===== src/sle_pkg.sv =====
// sle_pkg: shared types and constants for the sorted list engine
// no dependencies; imported by every module under src
`timescale 1ns / 1ps

package sle_pkg;

  // default sizes, handed to the top level parameters
  localparam int CAPACITY_DEF   = 16;
  localparam int VALUE_BITS_DEF = 32;

  // stream payload layout
  localparam int OP_W     = 2;
  localparam int VAL_W    = 32;
  localparam int POS_W    = 6;
  localparam int STATUS_W = 3;
  localparam int COUNT_W  = 7;
  localparam int IN_W     = OP_W + VAL_W + POS_W;
  localparam int OUT_W    = STATUS_W + POS_W + VAL_W + COUNT_W;

  // operation codes
  localparam logic [OP_W-1:0] OP_INSERT  = 2'd0;
  localparam logic [OP_W-1:0] OP_DEL_POS = 2'd1;
  localparam logic [OP_W-1:0] OP_SEARCH  = 2'd2;
  localparam logic [OP_W-1:0] OP_DEL_KEY = 2'd3;

  // status codes
  localparam logic [STATUS_W-1:0] ST_OK        = 3'd0;
  localparam logic [STATUS_W-1:0] ST_NOT_FOUND = 3'd1;
  localparam logic [STATUS_W-1:0] ST_BAD_POS   = 3'd2;
  localparam logic [STATUS_W-1:0] ST_EMPTY     = 3'd3;
  localparam logic [STATUS_W-1:0] ST_FULL      = 3'd4;

  // controller to datapath commands
  typedef struct packed {
    logic load;
    logic apply;
  } sle_cmd_t;

endpackage


===== src/sle_ctrl.sv =====
// sle_ctrl: two-state controller sequencing accept and update of one transaction
// depends on sle_pkg
`timescale 1ns / 1ps

module sle_ctrl (
  input  logic              clk_i,
  input  logic              rst_ni,
  input  logic              s_axis_tvalid_i,
  output logic              s_axis_tready_o,
  output logic              m_axis_tvalid_o,
  input  logic              m_axis_tready_i,
  output sle_pkg::sle_cmd_t cmd_o
);
  import sle_pkg::*;

  typedef enum logic [1:0] {
    S_IDLE  = 2'b01,
    S_APPLY = 2'b10
  } state_e;

  state_e state_q, state_d;
  logic   out_valid_q, out_valid_d;
  logic   accept;

  assign s_axis_tready_o = (state_q == S_IDLE) && (!out_valid_q || m_axis_tready_i);
  assign accept          = s_axis_tvalid_i && s_axis_tready_o;
  assign m_axis_tvalid_o = out_valid_q;

  always_comb begin
    cmd_o.load  = accept;
    cmd_o.apply = (state_q == S_APPLY);
  end

  always_comb begin
    state_d = state_q;
    case (state_q)
      S_IDLE: begin
        if (accept) state_d = S_APPLY;
      end
      S_APPLY: begin
        state_d = S_IDLE;
      end
      default: begin
        state_d = S_IDLE;
      end
    endcase
  end

  always_comb begin
    out_valid_d = out_valid_q;
    if (state_q == S_APPLY) begin
      out_valid_d = 1'b1;
    end else if (m_axis_tready_i) begin
      out_valid_d = 1'b0;
    end
  end

  always_ff @(posedge clk_i or negedge rst_ni) begin
    if (!rst_ni) begin
      state_q     <= S_IDLE;
      out_valid_q <= 1'b0;
    end else begin
      state_q     <= state_d;
      out_valid_q <= out_valid_d;
    end
  end

endmodule


===== src/sle_datapath.sv =====
// sle_datapath: row of sorted cells, parallel compare, one-step shift, result register
// depends on sle_pkg; driven by sle_ctrl commands
`timescale 1ns / 1ps

module sle_datapath #(
  parameter int CAPACITY   = sle_pkg::CAPACITY_DEF,
  parameter int VALUE_BITS = sle_pkg::VALUE_BITS_DEF
) (
  input  logic                     clk_i,
  input  logic                     rst_ni,
  input  sle_pkg::sle_cmd_t        cmd_i,
  input  logic [sle_pkg::IN_W-1:0]  in_data_i,
  output logic [sle_pkg::OUT_W-1:0] out_data_o
);
  import sle_pkg::*;

  localparam int IDX_W = (CAPACITY > 1) ? $clog2(CAPACITY) : 1;
  localparam int CNT_W = $clog2(CAPACITY + 1);
  localparam int XW    = (VALUE_BITS > VAL_W) ? VALUE_BITS : VAL_W;

  // list cells and count
  logic signed [VALUE_BITS-1:0] cell_q [CAPACITY];
  logic [CNT_W-1:0]             count_q, count_d;

  // transaction fields
  logic [OP_W-1:0]              in_op;
  logic signed [VAL_W-1:0]      in_val32;
  logic signed [VALUE_BITS-1:0] in_val;
  logic [POS_W-1:0]             in_pos;

  // compare results
  logic [CAPACITY-1:0]          lt_d, hit_d, lt_q;
  logic [IDX_W-1:0]             found_d, found_q;
  logic                         any_q;
  logic [OP_W-1:0]              op_q;
  logic signed [VALUE_BITS-1:0] val_q;
  logic [POS_W-1:0]             pos_q;

  // update decode
  logic                         do_ins, do_del;
  logic [STATUS_W-1:0]          status;
  logic [POS_W-1:0]             found_out;
  logic [POS_W-1:0]             del_idx;
  logic signed [VALUE_BITS-1:0] rem_cell;
  logic signed [XW-1:0]         rem_ext;
  logic [VAL_W-1:0]             removed;
  logic [OUT_W-1:0]             out_q;

  assign in_op    = in_data_i[OP_W-1:0];
  assign in_val32 = signed'(in_data_i[OP_W+VAL_W-1:OP_W]);
  assign in_val   = VALUE_BITS'(in_val32);
  assign in_pos   = in_data_i[IN_W-1:OP_W+VAL_W];

  // parallel compare against every held cell
  always_comb begin
    for (int i = 0; i < CAPACITY; i++) begin
      lt_d[i]  = (CNT_W'(i) < count_q) && (cell_q[i] < in_val);
      hit_d[i] = (CNT_W'(i) < count_q) && (cell_q[i] == in_val);
    end
    found_d = '0;
    for (int i = CAPACITY - 1; i >= 0; i--) begin
      if (hit_d[i]) found_d = IDX_W'(i);
    end
  end

  always_ff @(posedge clk_i) begin
    if (cmd_i.load) begin
      op_q    <= in_op;
      val_q   <= in_val;
      pos_q   <= in_pos;
      lt_q    <= lt_d;
      found_q <= found_d;
      any_q   <= |hit_d;
    end
  end

  // status and action for the held transaction
  always_comb begin
    do_ins    = 1'b0;
    do_del    = 1'b0;
    status    = ST_OK;
    found_out = '0;
    del_idx   = (op_q == OP_DEL_POS) ? pos_q : POS_W'(found_q);
    if (op_q == OP_INSERT) begin
      if (count_q >= CNT_W'(CAPACITY)) status = ST_FULL;
      else do_ins = 1'b1;
    end else if (count_q == '0) begin
      status = ST_EMPTY;
    end else if (op_q == OP_DEL_POS) begin
      if (COUNT_W'(pos_q) >= COUNT_W'(count_q)) status = ST_BAD_POS;
      else do_del = 1'b1;
    end else if (!any_q) begin
      status = ST_NOT_FOUND;
    end else begin
      found_out = POS_W'(found_q);
      do_del    = (op_q == OP_DEL_KEY);
    end
  end

  assign rem_cell = cell_q[del_idx[IDX_W-1:0]];
  assign rem_ext  = XW'(rem_cell);
  assign removed  = do_del ? rem_ext[VAL_W-1:0] : '0;

  always_comb begin
    count_d = count_q;
    if (cmd_i.apply && do_ins) count_d = count_q + CNT_W'(1);
    else if (cmd_i.apply && do_del) count_d = count_q - CNT_W'(1);
  end

  always_ff @(posedge clk_i or negedge rst_ni) begin
    if (!rst_ni) begin
      count_q <= '0;
    end else begin
      count_q <= count_d;
    end
  end

  // one-step shift of the cell row
  for (genvar g = 0; g < CAPACITY; g++) begin : g_cell
    always_ff @(posedge clk_i) begin
      if (cmd_i.apply && do_ins && !lt_q[g]) begin
        if (g == 0) begin
          cell_q[g] <= val_q;
        end else begin
          cell_q[g] <= lt_q[(g == 0) ? 0 : g - 1] ? val_q : cell_q[(g == 0) ? 0 : g - 1];
        end
      end else if (cmd_i.apply && do_del && (g < CAPACITY - 1)) begin
        if (COUNT_W'(g) >= COUNT_W'(del_idx)) begin
          cell_q[g] <= cell_q[(g < CAPACITY - 1) ? g + 1 : g];
        end
      end
    end
  end

  // result register
  always_ff @(posedge clk_i) begin
    if (cmd_i.apply) begin
      out_q <= {COUNT_W'(count_d), removed, found_out, status};
    end
  end

  assign out_data_o = out_q;

endmodule


===== src/sorted_list_engine_unit.sv =====
// sorted_list_engine_unit: top level of the sorted list engine
// depends on sle_pkg, sle_ctrl and sle_datapath
//
// channel  dir  tdata fields (lsb first)                                     tuser
// s_axis   in   op[1:0] value[33:2] position[39:34]                          -
// m_axis   out  status[2:0] found_position[8:3] removed_value[40:9]          -
//               entry_count[47:41]
//
// every transaction has two steps: accept with a parallel compare over all cells,
// then a one-step shift of the cell row and the result register load
// one transaction is worked on at a time; a new one is taken while the result waits
// if m_axis_tready_i is high in that cycle
// reset clears the entry count, the controller state and the result valid; cell contents need no reset
`timescale 1ns / 1ps

module sorted_list_engine_unit #(
  parameter int CAPACITY   = sle_pkg::CAPACITY_DEF,
  parameter int VALUE_BITS = sle_pkg::VALUE_BITS_DEF
) (
  input  logic                      clk_i,
  input  logic                      rst_ni,
  input  logic                      s_axis_tvalid_i,
  output logic                      s_axis_tready_o,
  input  logic [sle_pkg::IN_W-1:0]  s_axis_tdata_i,  // op, value, position
  output logic                      m_axis_tvalid_o,
  input  logic                      m_axis_tready_i,
  output logic [sle_pkg::OUT_W-1:0] m_axis_tdata_o   // status, found_position,
                                                     // removed_value, entry_count
);
  import sle_pkg::*;

  sle_cmd_t cmd;

  sle_ctrl u_ctrl (
    .clk_i           (clk_i),
    .rst_ni          (rst_ni),
    .s_axis_tvalid_i (s_axis_tvalid_i),
    .s_axis_tready_o (s_axis_tready_o),
    .m_axis_tvalid_o (m_axis_tvalid_o),
    .m_axis_tready_i (m_axis_tready_i),
    .cmd_o           (cmd)
  );

  sle_datapath #(
    .CAPACITY   (CAPACITY),
    .VALUE_BITS (VALUE_BITS)
  ) u_datapath (
    .clk_i      (clk_i),
    .rst_ni     (rst_ni),
    .cmd_i      (cmd),
    .in_data_i  (s_axis_tdata_i),
    .out_data_o (m_axis_tdata_o)
  );

endmodule


===== config.mk =====
export PLATFORM = sky130hd
export DESIGN_NAME = sorted_list_engine_unit
export DESIGN_NICKNAME = d
export VERILOG_FILES = /design/src/sle_pkg.sv /design/src/sle_ctrl.sv /design/src/sle_datapath.sv /design/src/sorted_list_engine_unit.sv
export SDC_FILE = /design/constraint.sdc
export NUM_CORES = 2
export LEC_CHECK = 0
export ABC_AREA = 0
export BUFFER_PORTS_ARGS = -buffer_cell sky130_fd_sc_hd__clkbuf_2
export CAP_MARGIN = 20
export CORE_MARGIN = 2
export CORE_UTILIZATION = 32
export DETAILED_ROUTE_END_ITERATION = 8
export SLEW_MARGIN = 20
export SYNTH_ARGS = -nofsm -noshare
export SYNTH_HDL_FRONTEND = slang
export SYNTH_HIERARCHICAL = 1
export SYNTH_SLANG_ARGS = --single-unit

===== constraint.sdc =====
create_clock -name clk_i -period 14.1 [get_ports clk_i]
set_input_delay 0 -clock clk_i [delete_from_list [all_inputs] [get_ports clk_i]]
set_output_delay 0 -clock clk_i [all_outputs]
set_load 0.01 [all_outputs]

==> impl_metrics.yaml <==
run_status:
  status: "finished, final reports clean"
sta:
  fmax_mhz: 192.8
  setup_tns_ns: 0
  worst_slew_pin_slew_ns: 1.182
  period_share_pct: 36.78
  rsz0062_at_grt: "false"
  timing_hold_violations_final: 0
  period_needed_ns: 5.186
  clock_skew_ns: 0.03387
  setup-violations-final: 0
  timing.slew.headroom_pct: 20.14
  fin_hold_ws_ns: 0.08827
  slew_violations: 0
finish:
  diodes: 0
  final_nets: 5292
  final_common_cell: "nand2_1"
  fin_area_um2: 51520
  syn_to_final_growth_pct: 12.15
  fin_util_pct: 36.00
  layout-drive-gt1-share_pct: 8.568
  final_cell_mix: "902 x nand2_1, 617 x edfxtp_1, 520 x ha_1, 458 x o21ai_0, 452 x mux2i_1"
drt:
  vias_per_cell: 5.721
  firstDrtPassIters: 6
  wl_per_cell_um: 23.58
  vias: 38270
  drtIter0Drc: 4061
  drc_errors: 0
  drtAntennaViolNets: 0
  finalWirelength_um: 157700
synth:
  syn_area_per_cell_um2: 9.694
  synthesis.instances: 4739
  yosys_warnings: 6
  async_flop_share_pct: 1.280
  netlist_area_um2: 45940
  synth.area.top_cells: "edfxtp_1 40%, ha_1 14%, mux2i_1 9.8%"
  ys.flop_type: "edfxtp_1"
  synth_edf_count: 617
  yosysSeqAreaShare_pct: 40.77
  yosysTopAreaCell: "edfxtp_1"
  synth.distinct_cells: 72
  synth_top_area_share_pct: 40.33
  synth_seq_cells: 625
pwr:
  power_frac_seq_pct: 41.4
  combPwrFrac_pct: 22.3
  p_sw_mw: 1.767
  switching_share_pct: 31.91
  power_mw: 5.536
  p_int_mw: 3.769
  power_frac_clock_pct: 36.2
  p_leak_nw: 20.30
  vdd_drop_max_mv: 0.07459
  p_per_area_nw_per_um2: 107.4
clock_network:
  clock_path_buffers: 3
  cts_resized: 0
  clk_pin_slew_ns: 0.06
  cts_setup_buffers: 0
  h-tree-depth: 3
  clkSinkCount: 625
  root_buffer: "clkbuf_16"
  clkLatencyLatePin_ns: 0.66
  cts_tree: "built"
  cts_buffers: 77
die:
  die_y_um: 382.9
  std_cell_rows: 139
  die-width_um: 382.9
  die-area_um2: 146600
  core_area_um2: 143100
  start_util_pct: 32.10
  num_io_pins: 94
global_routing:
  grt_max_degree: 170
  antenna_found_initial: 1
  grt_overflow: 0
  grt_use_total_pct: 20.88
  grt_pass1_wl_um: 235700
  grt_pass1_vias: 36640
place:
  placed_cell_area_um2: 48500
  io_buffers: 89
  gp_congestion: 0.9344
  place_hpwl_um: 117300
setup_path:
  required_ns: 14.45
  critPathArrivalTime_ns: 5.54
  worstPathCellList: "and2b_1, nor2_1, a21oi_4, buf_4, nand2_1, nor4_4, buf_4, nand2_4, o21ai_4, buf_16"
  path_class: "register to register"
  start_kind: "register"
  cp-end-kind: "register"
  cpMaxStageDelayCell: "and2b_1"
  slowest_delay_ns: 0.68
  critPathMaxFanout: 70
  cpMostUsedCell: "buf_4"
job:
  maxCapViolCount: 0
hold_path:
  min_path_type: "input pin to register"
worst max-delay path, delay by kind of cell, from the launching register on:
kind,cells,cell delay (ns)
compound gates,2,0.56
simple gates,5,2.27
buf+inv,3,1.49
flops,1,0.50
area by class of cell:
cell class / count / area (um2)
Multi-Input combinational cell: 3724 / 25960
Clock inverter: 47 / 456.7
Inverter: 77 / 289.0
Sequential cell: 625 / 18730
Fill cell: 14180 / 91610
Clock buffer: 89 / 2014
Timing Repair Buffer: 223 / 1689
Tap cell: 1903 / 2381
what timing repair did:
action | 4_1_cts | 5_1_grt
hold buffers | 45 | 0
hold endpoints to repair | 51 | 0
endpoints found under the setup margin | 0 | 0
flip-flops by register name (all words and copies together), names as in the netlist:
name and count:
u_datapath/val_q 32, u_datapath/found_q 4, u_datapath/any_q 1, u_datapath/count_q 5, u_datapath/pos_q 6, u_datapath/lt_q 16
u_datapath/cell_q 512, u_ctrl/state_q 2, u_datapath/out_data_o 44, u_ctrl/m_axis_tvalid_o 1, u_datapath/op_q 2
layer usage:
| layer | up-vias | track usage (%) | wire (um) |
|---|---|---|---|
| met1 | 18700 | 29.59 | 70850 |
| met2 | 1607 | 31.67 | 68300 |
| met5 | - | 0 | 13 |
| met3 | 236 | 3.272 | 12410 |
| li1 | 17720 | - | - |
| met4 | 2 | 8.311 | 6152 |
stage by stage:
step / cells / setup slack [ns]
floorplan: 4742 / 9.695
global placement: 6501 / 8.940
detailed placement: 6503 / 8.855
CTS: 6684 / 8.858
global route: 6688 / 8.622
finish: 6688 / 8.914
cell families after synthesis:
| logic type | share of synthesized area [%] |
|---|---|
| buffers and inverters | 3.464 |
| AOI/OAI and AO/OA | 15.00 |
| muxes | 11.70 |
| other | 0.008163 |
| and+or+nand+nor | 14.77 |
| xor gates and xnor gates | 0.1335 |
| DFF | 40.77 |
| adders and majority gates | 14.16 |
cell usage after synthesis, types with 3 or more instances:
master and number:
a2111oi_0 3, a211o_1 5, a211oi_1 58, a21o_1 117
a21oi_1 229, a221o_1 4, a221oi_1 7, a311oi_1 96
a31oi_1 49, a41oi_1 3, and2_1 5, and3_1 71
and4_1 3, buf_1 15, buf_2 47, buf_4 9
buf_6 3, clkbuf_1 241, dfrtp_1 7, edfxtp_1 617
ha_1 520, inv_1 76, mux2_2 37, mux2_4 29
mux2i_1 452, nand2_1 902, nand2b_1 15, nand3_1 162
nand4_1 114, nor2_1 185, nor2b_1 27, nor3_1 29
nor4_1 10, o2111ai_1 4, o211a_1 3, o211ai_1 25
o21a_1 17, o21ai_0 462, o21bai_1 22, o22ai_1 4
o31ai_1 3, or2_2 6, or4_1 5, xnor2_1 6
power by group through the flow:
stage          Sequential (mW)  Combinational, mW  Clock [mW]
2_1_floorplan             2.24              0.845           0
3_3_place_gp              2.32               1.17           0
3_5_place_dp              2.33               1.20           0
4_1_cts                   2.29               1.21        2.04
5_1_grt                   2.30               1.34        2.11
6_report                  2.29               1.24        2.01
worst paths after layout:
kind	start	to	slack [ns]	depth (start not counted)
worst min register to register	u_ctrl/m_axis_tvalid_o	u_ctrl/m_axis_tvalid_o	0.56	2
max in group asynchronous	rst_ni	u_ctrl/state_q[0]	13.43	3
worst min-delay path	s_axis_tdata_i[37]	u_datapath/pos_q[3]	0.09	2
min in group asynchronous	rst_ni	u_ctrl/m_axis_tvalid_o	0.36	3
worst max-delay path	u_datapath/op_q[1]	u_datapath/cell_q[0][26]	8.91	10
worst max register to register	u_datapath/op_q[1]	u_datapath/cell_q[0][26]	8.91	10
Power figures use the tool's default switching activity.
